`src/rtl/tcl_pkg.sv`:
```
// tcl_pkg: word types, register indexes and reset values for the touch code lock
// no dependencies; imported by touch_code_lock
package tcl_pkg;

	localparam int CodeWidth    = 44;
	localparam int CfgWidth     = 44;
	localparam int CfgIdxWidth  = 3;
	localparam int CodePositions = 11;

	typedef enum logic [CfgIdxWidth-1:0] {
		CFG_CODE_DIGITS   = 3'd0,
		CFG_CODE_LENGTH   = 3'd1,
		CFG_ENTRY_TIME    = 3'd2,
		CFG_UNLOCK_TIME   = 3'd3,
		CFG_ESC_HOLDOFF   = 3'd4
	} cfg_idx_t;

	localparam logic [CodeWidth-1:0] CodeDigitsReset = 44'd5666190545953;
	localparam logic [3:0]           CodeLengthReset = 4'd11;
	localparam logic [15:0]          EntryTimeReset  = 16'd10000;
	localparam logic [23:0]          UnlockTimeReset = 24'd60000;
	localparam logic [15:0]          HoldoffReset    = 16'd3000;

	typedef struct packed {
		logic [7:0] pad_mask_a;
		logic [7:0] pad_mask_b;
		logic       hold_level;
	} in_word_t;

	typedef struct packed {
		logic       unlocked;
		logic [3:0] progress;
		logic       wrong_entry;
		logic       escalate;
		logic       confirm_light;
	} out_word_t;

endpackage

```
`src/rtl/touch_code_lock.sv`:
```
// touch_code_lock: sequence code lock with entry timeout and escalation holdoff
// depends on tcl_pkg for word types, register indexes and reset values
//
// channel  dir  handshake             word
// in       in   in_valid / in_ready   tcl_pkg::in_word_t (pad masks, hold level)
// out      out  out_valid / out_ready tcl_pkg::out_word_t (one result per accepted word)
// cfg      in   cfg_we                cfg_index, cfg_data
//
// one word per cycle while the output is not stalled: the state update and the result are one pass of compares,
// a priority encode and saturating counters between the state and result registers.
// the result is registered: out_valid rises in the cycle after acceptance.
// in_ready is high whenever the result register is empty or being taken, so a
// stall on the output side holds the input only while a result waits.
// reset clears the lock state and out_valid and loads the register reset values.
module touch_code_lock #(
	parameter int MAX_DIGITS      = 11,
	parameter int PADS_PER_SENSOR = 8
) (
	input  logic                            clk,
	input  logic                            arst_n,
	input  logic                            in_valid,
	output logic                            in_ready,
	input  tcl_pkg::in_word_t               in_word,
	output logic                            out_valid,
	input  logic                            out_ready,
	output tcl_pkg::out_word_t              out_word,
	input  logic                            cfg_we,
	input  logic [tcl_pkg::CfgIdxWidth-1:0] cfg_index,
	input  logic [tcl_pkg::CfgWidth-1:0]    cfg_data
);
	import tcl_pkg::*;

	localparam logic [4:0] MaxLen = 5'(MAX_DIGITS);

	// configuration registers
	logic [CodeWidth-1:0] code_q;
	logic [3:0]           len_q;
	logic [15:0]          entry_time_q;
	logic [23:0]          unlock_time_q;
	logic [15:0]          holdoff_q;

	// lock state
	logic [3:0]  dc_q, pd_q;
	logic        er_q, wait_q, kr_q, open_q;
	logic [15:0] ee_q, se_q;
	logic [23:0] oe_q;

	logic        out_valid_q;
	out_word_t   out_q;

	logic        accept;

	logic [7:0]  pad_ok;
	logic [7:0]  ma, mb;
	logic [3:0]  ka, kb;
	logic        ta, tb;
	logic [4:0]  len;
	logic [3:0]  code_digit;

	logic [3:0]  dc_d, pd_d;
	logic        er_d, wait_d, kr_d, open_d;
	logic [15:0] ee_d, se_d;
	logic [23:0] oe_d;
	logic        wr_d, esc_d, go_wrong;

	assign in_ready  = !out_valid_q || out_ready;
	assign accept    = in_valid && in_ready;
	assign out_valid = out_valid_q;
	assign out_word  = out_q;

	always_comb begin
		for (int i = 0; i < 8; i++) begin
			pad_ok[i] = (i < PADS_PER_SENSOR);
		end
	end

	assign ma = in_word.pad_mask_a & pad_ok;
	assign mb = in_word.pad_mask_b & pad_ok;
	assign ta = (ma != '0);
	assign tb = (mb != '0);

	// lowest touched pad, numbered from one
	always_comb begin
		ka = '0;
		kb = '0;
		for (int i = 7; i >= 0; i--) begin
			if (ma[i]) ka = 4'(i + 1);
			if (mb[i]) kb = 4'(i + 1);
		end
	end

	always_comb begin
		len = {1'b0, len_q};
		if (len == '0) len = 5'd1;
		if (len > MaxLen) len = MaxLen;
	end

	// expected digit at the current position, zero past the code
	always_comb begin
		code_digit = '0;
		for (int i = 0; i < CodePositions; i++) begin
			if (dc_q == 4'(i)) code_digit = code_q[4*i +: 4];
		end
	end

	always_comb begin
		dc_d     = dc_q;
		pd_d     = pd_q;
		er_d     = er_q;
		wait_d   = wait_q;
		kr_d     = kr_q;
		open_d   = open_q;
		ee_d     = (er_q && ee_q != 16'hFFFF) ? ee_q + 16'd1 : ee_q;
		oe_d     = (open_q && oe_q != 24'hFFFFFF) ? oe_q + 24'd1 : oe_q;
		se_d     = (se_q != 16'hFFFF) ? se_q + 16'd1 : se_q;
		wr_d     = 1'b0;
		esc_d    = 1'b0;
		go_wrong = 1'b0;

		if (open_d && oe_d > unlock_time_q) begin
			open_d = 1'b0;
			kr_d   = 1'b0;
		end

		if (!in_word.hold_level) begin
			if (wait_q) begin
				if (!ta && !tb) begin
					wait_d = 1'b0;
					ee_d   = '0;
					if ({1'b0, dc_q} >= len) begin
						open_d = 1'b1;
						oe_d   = '0;
						dc_d   = '0;
						pd_d   = '0;
						er_d   = 1'b0;
					end
				end
			end else if (er_q && ee_d > entry_time_q) begin
				go_wrong = 1'b1;
			end else if (ta || tb) begin
				if (!er_q) begin
					er_d = 1'b1;
					ee_d = '0;
				end
				if (ee_d >= entry_time_q) begin
					go_wrong = 1'b1;
				end else if (ta && tb) begin
					kr_d = 1'b1;
					if (ka != kb) begin
						go_wrong = 1'b1;
					end else if (ka != pd_q) begin
						if (ka == code_digit) begin
							pd_d   = ka;
							dc_d   = dc_q + 4'd1;
							wait_d = 1'b1;
						end else begin
							go_wrong = 1'b1;
						end
					end
				end
			end
		end

		if (go_wrong) begin
			dc_d = '0;
			pd_d = '0;
			er_d = 1'b0;
			wr_d = 1'b1;
			if (!open_d && kr_d && se_d > holdoff_q) begin
				esc_d = 1'b1;
				se_d  = '0;
			end
			kr_d = 1'b0;
		end
	end

	always_ff @(posedge clk or negedge arst_n) begin
		if (!arst_n) begin
			code_q        <= CodeDigitsReset;
			len_q         <= CodeLengthReset;
			entry_time_q  <= EntryTimeReset;
			unlock_time_q <= UnlockTimeReset;
			holdoff_q     <= HoldoffReset;
		end else if (cfg_we) begin
			unique case (cfg_index)
				CFG_CODE_DIGITS: code_q        <= cfg_data[CodeWidth-1:0];
				CFG_CODE_LENGTH: len_q         <= cfg_data[3:0];
				CFG_ENTRY_TIME:  entry_time_q  <= cfg_data[15:0];
				CFG_UNLOCK_TIME: unlock_time_q <= cfg_data[23:0];
				CFG_ESC_HOLDOFF: holdoff_q     <= cfg_data[15:0];
				default: ;
			endcase
		end
	end

	always_ff @(posedge clk or negedge arst_n) begin
		if (!arst_n) begin
			dc_q   <= '0;
			pd_q   <= '0;
			er_q   <= 1'b0;
			wait_q <= 1'b0;
			kr_q   <= 1'b0;
			open_q <= 1'b0;
			ee_q   <= '0;
			oe_q   <= '0;
			se_q   <= '0;
		end else if (accept) begin
			dc_q   <= dc_d;
			pd_q   <= pd_d;
			er_q   <= er_d;
			wait_q <= wait_d;
			kr_q   <= kr_d;
			open_q <= open_d;
			ee_q   <= ee_d;
			oe_q   <= oe_d;
			se_q   <= se_d;
		end
	end

	always_ff @(posedge clk or negedge arst_n) begin
		if (!arst_n) begin
			out_valid_q <= 1'b0;
		end else if (in_ready) begin
			out_valid_q <= in_valid;
		end
	end

	always_ff @(posedge clk) begin
		if (accept) begin
			out_q.unlocked      <= open_d;
			out_q.progress      <= dc_d;
			out_q.wrong_entry   <= wr_d;
			out_q.escalate      <= esc_d;
			out_q.confirm_light <= wait_d;
		end
	end

	// escalation only comes with a wrong entry
	a_esc_wrong: assert property (@(posedge clk) disable iff (!arst_n)
		out_valid |-> (!out_word.escalate || out_word.wrong_entry))
		else $error("escalate without wrong_entry");

	// a wrong entry leaves no progress and no pending release
	a_wrong_clears: assert property (@(posedge clk) disable iff (!arst_n)
		(out_valid && out_word.wrong_entry) |-> (out_word.progress == '0
			&& !out_word.confirm_light))
		else $error("wrong entry kept progress");

	// progress never passes the code positions
	a_progress_range: assert property (@(posedge clk) disable iff (!arst_n)
		out_valid |-> (out_word.progress <= 4'(CodePositions)))
		else $error("progress out of range");

	// a waiting result is never dropped
	a_out_hold: assert property (@(posedge clk) disable iff (!arst_n)
		(out_valid && !out_ready) |=> (out_valid && $stable(out_word)))
		else $error("result lost under stall");

	// the state only moves on an accepted word
	a_state_idle: assert property (@(posedge clk) disable iff (!arst_n)
		!accept |=> ($stable(dc_q) && $stable(se_q) && $stable(open_q)))
		else $error("state changed without a word");

endmodule
```
`config.mk`:
```
export PLATFORM = sky130hd
export DESIGN_NAME = touch_code_lock
export DESIGN_NICKNAME = d
export VERILOG_FILES = /design/src/rtl/tcl_pkg.sv /design/src/rtl/touch_code_lock.sv
export SDC_FILE = /design/constraint.sdc
export NUM_CORES = 1
export LEC_CHECK = 0
export BUFFER_PORTS_ARGS = -buffer_cell sky130_fd_sc_hd__buf_2
export CAP_MARGIN = 10
export CORE_AREA = 2 2 182 166
export CTS_CLUSTER_DIAMETER = 200
export DETAILED_ROUTE_END_ITERATION = 12
export DIE_AREA = 0 0 184 168
export GPL_ROUTABILITY_DRIVEN = 1
export PLACE_DENSITY = 0.61
export SLEW_MARGIN = 20
export SYNTH_ARGS = -nofsm -noshare
export SYNTH_HDL_FRONTEND = slang
export SYNTH_SLANG_ARGS = --single-unit
```
`constraint.sdc`:
```
create_clock -name clk -period 8.9 [get_ports clk]
set_input_delay 0.445 -clock clk [delete_from_list [all_inputs] [get_ports clk]]
set_output_delay 0.445 -clock clk [all_outputs]
set_load 0.01 [all_outputs]
```
==> results of run 1 <==
## worst max-delay path by stage
stage,start,end,slack (ps),cells after the start
floorplan,ee_q[4],dc_q[1],4190,21
global placement,oe_q[8],se_q[1],3550,17
detailed placement,oe_q[8],se_q[1],3380,18
CTS,oe_q[8],se_q[1],3340,18
global route,ee_q[4],dc_q[1],2840,19
finish,ee_q[4],dc_q[1],3410,19
## cells in the final DEF, fill, tap and decap left out, types with 28 or more instances in the layout
cell,n
nand3_1,28
dfstp_2,39
o21ai_0,117
xnor2_1,36
nand2_1,154
ha_1,83
dfrtp_1,134
mux2_2,71
a21oi_1,45
nor2_1,64
inv_1,96
buf_2,77
## state kept, by name, indices dropped and copies added (netlist names)
name and cells:
out_valid 1, er_q 1, pd_q 4, entry_time_q 16
len_q 4, unlock_time_q 24, se_q 16, dc_q 4
open_q 1, out_word 8, ee_q 16, kr_q 1
code_q 44, oe_q 24, holdoff_q 16, wait_q 1
## per-stage QoR
stage,hold slack (ps),setup slack [ps],util [%]
2_1_floorplan,149,4190,-
3_3_place_gp,477,3550,41.6
3_5_place_dp,487,3380,41.6
4_1_cts,162,3340,43.6
5_1_grt,184,2840,43.6
6_report,93.3,3410,43.7
## report_power, final
group,internal (mW),switching (mW),total [mW]
clock,0.456,0.329,0.784
sequential,0.989,0.0919,1.08
combinational,0.240,0.309,0.548
## kinds of logic after synthesis
logic type                 share of synthesized area [%]
AOI/OAI and AO/OA                                   15.7
xor gates and xnor gates                            4.21
adders and majority gates                           9.08
buffers and inverters                               4.86
DFF                                                 40.4
muxes                                               7.43
and+or+nand+nor                                     18.4
## cell type report
cell class                 instances  share of cell area (%)
antenna                            1                  0.0196
tap                              372                    3.64
timing repair buffer              85                    3.51
sequential                       181                    36.1
clock buffer                      25                    3.97
multi-input combinational        916                    49.1
clock inverter                     7                   0.744
inverter                          97                    2.85
## worst reg2reg max path: cells and delay by family (launching register included)
family,cells,cell delay (ps)
AOI/OAI and AO/OA,7,2220
xor gates and xnor gates,1,280
adders and majority gates,1,320
DFF,1,450
muxes,1,380
and+or+nand+nor,9,1750
## metal layers
layer  share of wire, %  GRT usage (%)
met5                  0              0
met3                5.3           3.37
met4                1.1           3.93
met2                 44           29.5
met1                 50           28.8
==> results list, run 1 <==
- Status: finished clean
* Worst endpoint required time: 9240 ps
- Post-synthesis area per instance: around 9.2 um^2
- Remaining antenna violation count after routing: 0
- Final Critical Period: approximately 5500 ps
- Tightest Pin Transition: roughly 960 ps
* Pre-antenna DRT Iters: 5
* Detailed-route wire length: slightly below 30000 um
- Area fraction of the dominant cell type after synthesis: 29.3%
- Worst slew margin relative to its limit: 36.0%
- The worst hold path belongs to the class primary input to async pin.
- For this run, the number of standard cells in the final layout without fillers is 1684.
- Clock-pin slew was measured on the worst setup and hold paths at around 70 ps.
- Number of synthesized flops with an enable pin: 8
* Flip-flop cell with the highest count after synthesis: dfrtp_1
* Most common cell in the netlist: nand2_1
- Row generation in the floorplan step produced 60 rows.
* Total power of the final layout: roughly 2.4 mW
- Cell breakdown of the critical path: nand4_1 -> nor2_1 -> and2_1 -> nand4_1 -> o21a_1 -> and4_1 -> nand2_1 -> xor2_1 -> nor2b_1 -> ha_1 -> a22o_1 -> nor4_1 -> o21ai_0 -> a211o_1 -> a311o_1 -> a2111oi_0 -> nor3b_2 -> mux2_2 -> a221oi_2
- Clock insertion delay at the later pin of the skew report: around 440 ps
- After clock tree synthesis, the flow added hold-fix buffers numbering 0.
- Final hold violations: 0
* Synth cell count leaders: nand2_1 (155), dfrtp_1 (134), o21ai_0 (117)
- Post-DP HPWL: approximately 21000 um
- Final instance area: ~0.013 mm^2
- Die Outline Area: about 0.03 mm^2
* Weighted congestion at the end of routability-driven global placement: between 0.8 and 0.9
* TritonCTS Sinks: about 180
- Placed cell areas: 0.0122 mm^2
- For this design the ratio of total power to cell area is ~190 mW/mm^2.
* Combined area of the multi-input logic cells: between 0.006 and 0.007 mm^2
- Across all layers, the routed design uses between 9000 and 10000 vias.
* Crit path launch type: flop
- Buffer and inverter count on the worst path: 0
- In this run the horizontal extent of the chip is ~180 um.
- The number of clock buffers added by TritonCTS is 17.
* Via count normalized by instance count: 5.51
* Achievable clock frequency: 182 MHz
- Buffer count from post-CTS setup fixing: 0
- Nets in the synthesized netlist: 1394
- Beginning of the worst register-to-register path: ee_q[4]
- MaxCap Viol Count: 0
- Among cell families on the critical path, the largest total delay comes from compound AO/OA/AOI/OAI gates.
* Starting Density: a little under 40%
- Cell count after synthesis: about 1200
- The number of different library cells used by synthesis comes to 73.
- CTS built an H-tree with a depth of 4.
- Arrival time worst endpoint: 5840 ps
* Cell Area, Synth: around 0.011 mm^2
* Count of cells along the worst register-to-register path: 19
- In this run the clock root is driven by a clkbuf_16.
- Cells taking the most area after synthesis: dfrtp_1 (29%), ha_1 (9.1%), dfstp_2 (9.0%)
- Setup violations remaining at the end of the flow were counted as 0.
- The initial antenna violation count is 3.
- Total DRC errors in the routed layout: 0
- Counting the fill cells in the layout gives around 2900.
* Slowest stage delay, CP: around 660 ps
* Cell type with the highest occurrence count on the critical path: nand4_1
- After the first detailed-routing iteration, the DRC count stood at about 740.
- In this run the register-to-register setup slack is approximately 3400 ps.
- Overflow left after global routing: 0
- Dividing the detail-routed wire length by the instance count gives roughly 17 um.
- Number of cells in the design after placement: roughly 1700
* RSZ-0062 raised after global routing: no
* Slowest cell on the critical path: a2111oi_0
* Dominant cell type by area after synthesis: dfrtp_1
* Chip height: 168 um
- The first global-routing pass estimated about 47000 um of wire.
* Post-synthesis to final-layout area growth: 11.8%
- In the final layout, flip-flops and latches occupy approximately 0.0046 mm^2.
- Proportion of register bits with asynchronous set or reset after synthesis: a little over nine tenths
- IR analysis of the VDD net gives a maximum drop of ~0.15 mV.
- Dividing the final minimum period by the clock period gives approximately three fifths.
- Sequential elements use 40.4% of the synthesized area.
- The analysis attributes to cell leakage a power of around 5.6 nW.
* Maximum number of pins on one net before global-route repair: 98
* Ys Warns: 0
* Critical-path maximum fanout: 9
* Number of input and output port buffers inserted: 78
* Number of primary I/O pins: 79
* Sum of negative setup slack: 0 ps
- STA classifies the critical path endpoint as a flop.
- At the end of the flow, the number of nets in the layout was roughly 1500.
- Kind of critical path: flop to flop
* Floorplan core area: approximately 0.029 mm^2
* Clock tree buffer depth: 2
* CTS tree: done
- In this run, synthesis produced a sequential element count of ~180.
* Post-route clock skew: roughly 14 ps
- Final count of pins violating max slew: 0
- Cells resized by post-CTS repair: 0
- The via count of the first global-routing pass was roughly 8900.
- Global-route usage over all layers: 19.4%
- The endpoint identified for the worst register-to-register timing path is dc_q[1].
* Layout cells sized above 1: between 10% and 20%
Power figures use the tool's default switching activity.
==> inputs of run 2 (changes only) <==
- clock period: 8.9 -> 5.3 ns (I/O delays scaled with it)
==> run 2 against run 1 <==
Compared with the run above: the flow now finishes with violations (hold timing); register-to-register slack got worse by 3000 ps; routed wire length grew 0.81%; flip-flop and latch count unchanged; critical path type unchanged; largest power group unchanged; global-route usage increased by 0.20 points; setup slack worse by 3000 ps; clock power grew 57%; largest cell class unchanged; critical endpoint is now out_word[4]; sequential share of layout area shrank 0.27 points.
==> results list, run 2 (synthesis gave the netlist of run 1 again) <==
- The run finished, with violations left.
- Violated checks: hold timing
* Sum of negative setup slack: 0 ps (unchanged)
* Cell breakdown of the critical path: nand4_1 -> nor2_1 -> and2_1 -> nand4_1 -> o21a_2 -> and4_1 -> nand2_1 -> xor2_1 -> nor2b_1 -> ha_1 -> a22o_1 -> nor4_1 -> o21ai_0 -> a211o_1 -> a311o_1 -> a2111oi_4 -> nor3b_4 -> mux2_2 -> a21oi_1
- Die Outline Area: 0.0309 mm^2 (unchanged)
- Class of the tightest hold or removal check: primary input to async pin
- The post-layout total power is 3.98 mW (+65%).
- Weighted congestion at the end of routability-driven global placement: 0.866 (+3.3%)
- Maximum number of pins on one net before global-route repair: 174 (+78%)
* First-pass GRT wire length: 47300 um (about the same)
* Top Registers: code_q (44), oe_q (24), unlock_time_q (24)
- The final global-route overflow total is 0 (unchanged).
- The post-placement cell count was 1657 (+0.36%).
- Arrival time worst endpoint: 5210 ps (-630 ps)
* Clock insertion delay at the later pin of the skew report: 450 ps (about the same)
- The initial DRC count was 649 (-13%).
* Clock tree buffer depth: 2 (unchanged)
* Routed wirelength normalized by instance count: 17.4 um (+0.27%)
- The library cell used most frequently in the layout, excluding fill and tap cells, is nand2_1.
* RSZ-0062 raised after global routing: no
* Power Internal: 2.68 mW (+59%)
- TritonCTS Sinks: 181 (unchanged)
- Slowest cell on the critical path: dfrtp_1
- The area growth from synthesis to layout is 12.6%.
- Vias in the first global route: 8784 (-0.85%)
- The time the final worst path needs with I/O delays and setup came to 4930 ps (-560 ps).
* Final hold violations: 27 (+27)
- Fin cells: 1693 (+0.53%)
- CTS Buf Count: 17 (unchanged)
* Combined area of the multi-input logic cells: 0.00634 mm^2 (+0.96%)
- Via count normalized by instance count: 5.51 (about the same)
- Switching portion of total power: 32.5% (+2.3 points)
- The critical path is of the flop to flop type.
- Worst endpoint required time: 5580 ps (-3660 ps)
* Vias: 9320 (+0.46%)
- Worst slew margin relative to its limit: 29.9% (-6.1 points)
- The count of input and output buffers came to 78 (unchanged).
- The total routing resource utilization after global routing came to 19.6% (+0.20 points).
- STA classifies the critical path endpoint as a flop.
- The initial antenna violation count is 1 (-2).
- Number of cell rows: 60 (unchanged)
- Post-route worst hold slack: -91.7 ps (-185 ps)
- The storage element area was 0.00462 mm^2 (unchanged).
* Relative contribution of sequential cells to total power: 45.6% (+0.8 points)
- Remaining antenna violation count after routing: 0 (unchanged)
- The initial core utilization came to 39.1% (unchanged).
- The root buffer cell chosen for the clock tree is clkbuf_16.
* Post-CTS Hold Fix Bufs: 0 (unchanged)
- The leakage power summed over all cells is 5.64 nW (+0.55%).
* Pre-antenna DRT Iters: 5 (unchanged)
- Post-CTS clock slew at the launch and capture registers of the worst setup and hold paths: 80 ps (about the same)
- STA classifies the critical path startpoint as a flop.
- Die extent in x: 184 um (unchanged)
- The max-slew violation count is 0 (unchanged).
- Slowest stage delay, CP: 450 ps (-210 ps)
- Number of primary I/O pins: 79 (unchanged)
* Post-DP HPWL: 21100 um (-0.54%)
- Leading cell types in the layout, fill and taps excluded: nand2_1 (154), dfrtp_1 (134), o21ai_0 (117), inv_1 (96), ha_1 (83)
- Setup-violating endpoint count in the final report: 0 (unchanged)
- Flip-flop count of the largest register after layout: 44 (unchanged)
- Tightest Pin Transition: 1050 ps (+91.5 ps)
- The highest achievable clock rate came to 203 MHz (+11%).
- CTS tree: done
- Peak VDD IR: 0.253 mV (+71%)
- Fraction of the core area covered by cells at the end of the flow: 44.0% (+0.33 points)
* Largest reg by FF count: code_q
- By instance count, the cell type seen most on the critical path is nand4_1.
- The net switching power is 1.29 mW (+77%).
* Pwr/cell area: 309 mW/mm^2 (+64%)
- Floorplan core area: 0.0293 mm^2 (unchanged)
- The final cycle utilization of the critical path came to 93.1% (+31 points).
- The clock network power share was 30.9% (-1.6 points).
- MaxCap Viol Count: 0 (unchanged)
- The number of design rule violations left after detail routing is 0 (unchanged).
- CTS H-Tree Depth: 4 (unchanged)
- The total routed wirelength was 29500 um (+0.81%).
- Post-route clock skew: 15.5 ps (+1.27 ps)
* Critical-path maximum fanout: 9 (unchanged)
- Net count of the finished layout: 1459 (+0.62%)
- Layout cells sized above 1: 20.2% (+1.3 points)
- Chip height: 168 um (unchanged)
* Share of total power in combinational logic: 23.5% (+0.8 points)
* Count of fill cells added during filler insertion: 2816 (-1.4%)
run 2: path summary, 6_finish.rpt:
path | slack [ps] | to | start | cells after the start
max in group asynchronous | 4590 | ee_q[12] | arst_n | 2
worst max-delay path | 370 | out_word[4] | ee_q[4] | 19
worst min-delay path | -90 | entry_time_q[14] | arst_n | 2
worst min register to register | 510 | code_q[32] | code_q[32] | 2
min in group clk | 30 | code_q[43] | cfg_data[43] | 3
worst max register to register | 370 | out_word[4] | ee_q[4] | 19
run 2: final cells by class:
cell class / count / area share [%]
clock buffer: 19 / 3.36
tap: 372 / 3.61
timing repair buffer: 94 / 4.21
multi-input combinational: 916 / 49.2
antenna: 1 / 0.0194
inverter: 97 / 2.83
clock inverter: 13 / 0.894
sequential: 181 / 35.9
run 2: per-layer routing:
metal / up-vias / global-route usage (%) / routed length [um]
met5: - / 0 / 0
met4: 0 / 5.18 / 471
met3: 36 / 3.68 / 1820
met2: 231 / 28.9 / 12800
met1: 4521 / 29.2 / 14400
li1: 4532 / - / -
run 2: stage by stage:
stage / worst slack (ps) / cell area, um^2
after global routing: 12.3 / 12900
after global placement: 326 / 12200
after detailed placement: 207 / 12200
after CTS: 143 / 12800
after floorplan: 591 / 11400
final: 367 / 12900
run 2: repair_timing:
item,4_1_cts,5_1_grt
gates resized for setup,0,11
setup buffers,0,3
endpoints found under the setup margin,0,32
run 2: power groups by stage:
| stage | Clock [mW] | Combinational (mW) | Sequential (mW) |
|---|---|---|---|
| detailed placement | 0 | 0.921 | 1.84 |
| floorplan | 0 | 0.658 | 1.79 |
| global route | 1.31 | 1.08 | 1.85 |
| CTS | 1.25 | 0.927 | 1.81 |
| finish | 1.23 | 0.936 | 1.81 |
| global placement | 0 | 0.889 | 1.83 |
run 2: critical path: cells and delay by family (launching register included):
family                   cells  cell delay, ps
XOR/XNOR                     1             230
flip-flops                   1             450
adder cells (fa/ha/maj)      1             310
multiplexers                 1             360
AO/OA/AOI/OAI                7            1820
AND/OR/NAND/NOR              9            1600
==> inputs of run 3 (changes only) <==
- RECOVER_POWER: not set -> 25
- clock period: 5.3 -> 5.8 ns (I/O delays scaled with it)
==> run 3 against run 2 <==
Compared with the run above: the run ends with capacitance limit, slew limit left; cell area fell by 0.66%; utilization decreased by 0.29 points; power is 7.8% lower; fmax fell by 4.4%; via count is 0.57% lower; routed wire length shrank 0.12%; critical path depth unchanged; clock skew is 0.80 ps higher; sequential power fell by 8%; global-route usage is essentially flat; critical path type unchanged; critical endpoint unchanged.
==> results list, run 3 (synthesis gave the netlist of run 1 again) <==
- First-pass GRT wire length: 47600 um (+0.56%)
* Layout cells sized above 1: 19.0% (-1.2 points)
- Most common library cell in the layout ignoring fill and taps: nand2_1
* MaxCap Viol Count: 1 (+1)
- The post-layout total power came to 3.67 mW (-7.8%).
- Routed wirelength normalized by instance count: 17.4 um (about the same)
* Clock insertion delay at the later pin of the skew report: 440 ps (about the same)
- Crit. End Element: flop
- The total routed wirelength is 29400 um (-0.12%).
* Number of cell rows: 60 (unchanged)
- The final count of hold timing violations came to 0 (-100%).
- Remaining antenna violation count after routing: 0 (unchanged)
- The largest incremental delay on the critical path is 570 ps (+120 ps).
- RSZ-0062 raised after global routing: no
* Status: complete, but fails checks
- The highest achievable clock rate was 194 MHz (-4.4%).
- Largest reg by FF count: code_q
* Launch point of the worst hold path: cfg_data[43]
* Via count normalized by instance count: 5.48 (-0.39%)
* Terminating pin of the worst hold path: code_q[43]
- Clock root cell: clkbuf_16
- Period utilization: 89.0% (-4.1 points)
* Clock tree buffer depth: 2 (unchanged)
- Die Outline Area: 0.0309 mm^2 (unchanged)
- Total DRC errors in the routed layout: 0 (unchanged)
- On the critical path, the stage with the largest delay is an instance of a2111oi_0.
* Buffer count from post-CTS setup fixing: 0 (unchanged)
* Weighted congestion at the end of routability-driven global placement: 0.868 (+0.21%)
- Reported leakage power: 5.60 nW (-0.67%)
- Placed cell areas: 0.0122 mm^2 (-0.16%)
- Post-route clock skew: 16.3 ps (+0.802 ps)
* Kind of critical path: flop to flop
* Chip height: 168 um (unchanged)
- The pin count of the biggest net entering global routing is 91 (-48%).
- Final instance area: 0.0128 mm^2 (-0.66%)
- Flip-flop count of the largest register after layout: 44 (unchanged)
- The worst setup slack before clock tree synthesis was 663 ps (+456 ps).
* Overflow left after global routing: 0 (unchanged)
- Worst slew margin relative to its limit: -187% (-220 points)
- Beginning of the worst register-to-register path: ee_q[4]
- The via count of the first global-routing pass came to 8757 (-0.31%).
* Fin cells: 1690 (-0.18%)
* Number of instances on the worst hold path: 3
- Setup slack of the most critical reg-to-reg path: 640 ps (+270 ps)
- The largest registers in the layout are code_q (44), oe_q (24), unlock_time_q (24).
- The hold buffer count at cts was 1 (+1).
- The final setup slack of the worst path came to 640 ps (+273 ps).
* Cells resized by post-CTS repair: 0 (unchanged)
- The max-slew violation count is 91 (+91).
- Vias: 9267 (-0.57%)
* Number of cells in the design after placement: 1656 (-0.060%)
- TritonCTS built the clock tree.
- Starting Density: 39.1% (unchanged)
- Worst endpoint required time: 6080 ps (+500 ps)
- Floorplan core area: 0.0293 mm^2 (unchanged)
* Post-DP HPWL: 21300 um (+1.0%)
* Peak VDD IR: 0.246 mV (-2.8%)
- The worst register-to-register path ends at out_word[4].
* Tightest Pin Transition: 4300 ps (+3250 ps)
- Leading cell types in the layout, fill and taps excluded: nand2_1 (154), dfrtp_1 (134), o21ai_0 (117), inv_1 (96), ha_1 (83)
- The total routing resource utilization after global routing was 19.6% (+0.039 points).
- The H-tree level count is 4 (unchanged).
- The arrival time of data at the critical path endpoint is 5440 ps (+230 ps).
- Number of primary I/O pins: 79 (unchanged)
- The clock net sink count is 181 (unchanged).
- Post-synthesis to final-layout area growth: 11.9%
- The power density over the cells came to 287 mW/mm^2 (-7.2%).
- Setup-violating endpoint count in the final report: 0 (unchanged)
* Cell breakdown of the critical path: nand4_1 -> nor2_1 -> and2_1 -> nand4_1 -> o21a_1 -> and4_1 -> nand2_1 -> xor2_1 -> nor2b_1 -> ha_1 -> a22o_1 -> nor4_1 -> o21ai_0 -> a211o_1 -> a311o_1 -> a2111oi_0 -> nor3b_2 -> mux2_2 -> a21oi_1
* Final Critical Period: 5160 ps (+227 ps)
- The path class of the tightest hold or removal check is primary input to flop.
- The x dimension of the die was 184 um (unchanged).
- Worst setup startpoint: ee_q[4]
- Number of antenna violations at the first check in global routing: 1 (unchanged)
- Number of input and output port buffers inserted: 78 (unchanged)
* Crit path launch type: flop
- Cell type with the highest occurrence count on the critical path: nand4_1
- The core occupancy in the finished layout was 43.7% (-0.29 points).
* Count of cells along the worst register-to-register path: 19 (unchanged)
- The final reports fail on capacitance limit, slew limit.
- DRT iter0 DRCs: 790 (+22%)
- The biggest fanout along the worst timing path is 9 (unchanged).
* Sum of negative setup slack: 0 ps (unchanged)
- Net count of the finished layout: 1456 (-0.21%)
- The CTS buffer count was 17 (unchanged).
* Pre-antenna DRT Iters: 5 (unchanged)
- Post-route worst hold slack: 73.6 ps (+165 ps)
- Post-CTS clock slew at the launch and capture registers of the worst setup and hold paths: 80 ps (about the same)
-- run 3: power by group --
part           switching [mW]  leakage [nW]  internal, mW  total [mW]
registers               0.141          2.16          1.52        1.66
clock network           0.534         0.274         0.637        1.17
logic                   0.471          3.16         0.367       0.838
-- run 3: layer usage --
metal / vias to the layer above / global-route usage [%] / wire length (um)
met1: 4494 / 29.0 / 14600
met5: - / 0 / 0
met3: 33 / 3.44 / 1500
li1: 4530 / - / -
met4: 0 / 4.87 / 467
met2: 210 / 29.7 / 12800
-- run 3: cell type report --
| class | count | area [um^2] |
|---|---|---|
| clock inverters | 11 | 113 |
| clock buffers | 21 | 472 |
| flip-flops and latches | 181 | 4620 |
| diodes | 1 | 2.50 |
| repair buffers | 91 | 485 |
| multi-input cells | 916 | 6270 |
| inverters | 97 | 364 |
| well taps | 372 | 465 |
| fillers | 2863 | 16500 |
-- run 3: worst max-delay path by stage --
stage / to / cells after the start
2_1_floorplan: dc_q[1] / 21
4_1_cts: dc_q[1] / 19
3_5_place_dp: dc_q[1] / 19
3_3_place_gp: dc_q[1] / 19
5_1_grt: out_word[4] / 19
6_report: out_word[4] / 19
-- run 3: worst max-delay path: cells and delay by family (launching register included) --
family                     cells  cell delay, ps
xor gates and xnor gates       1             250
muxes                          1             360
adders and majority gates      1             310
DFF                            1             460
and+or+nand+nor                9            1670
AOI/OAI and AO/OA              7            1970
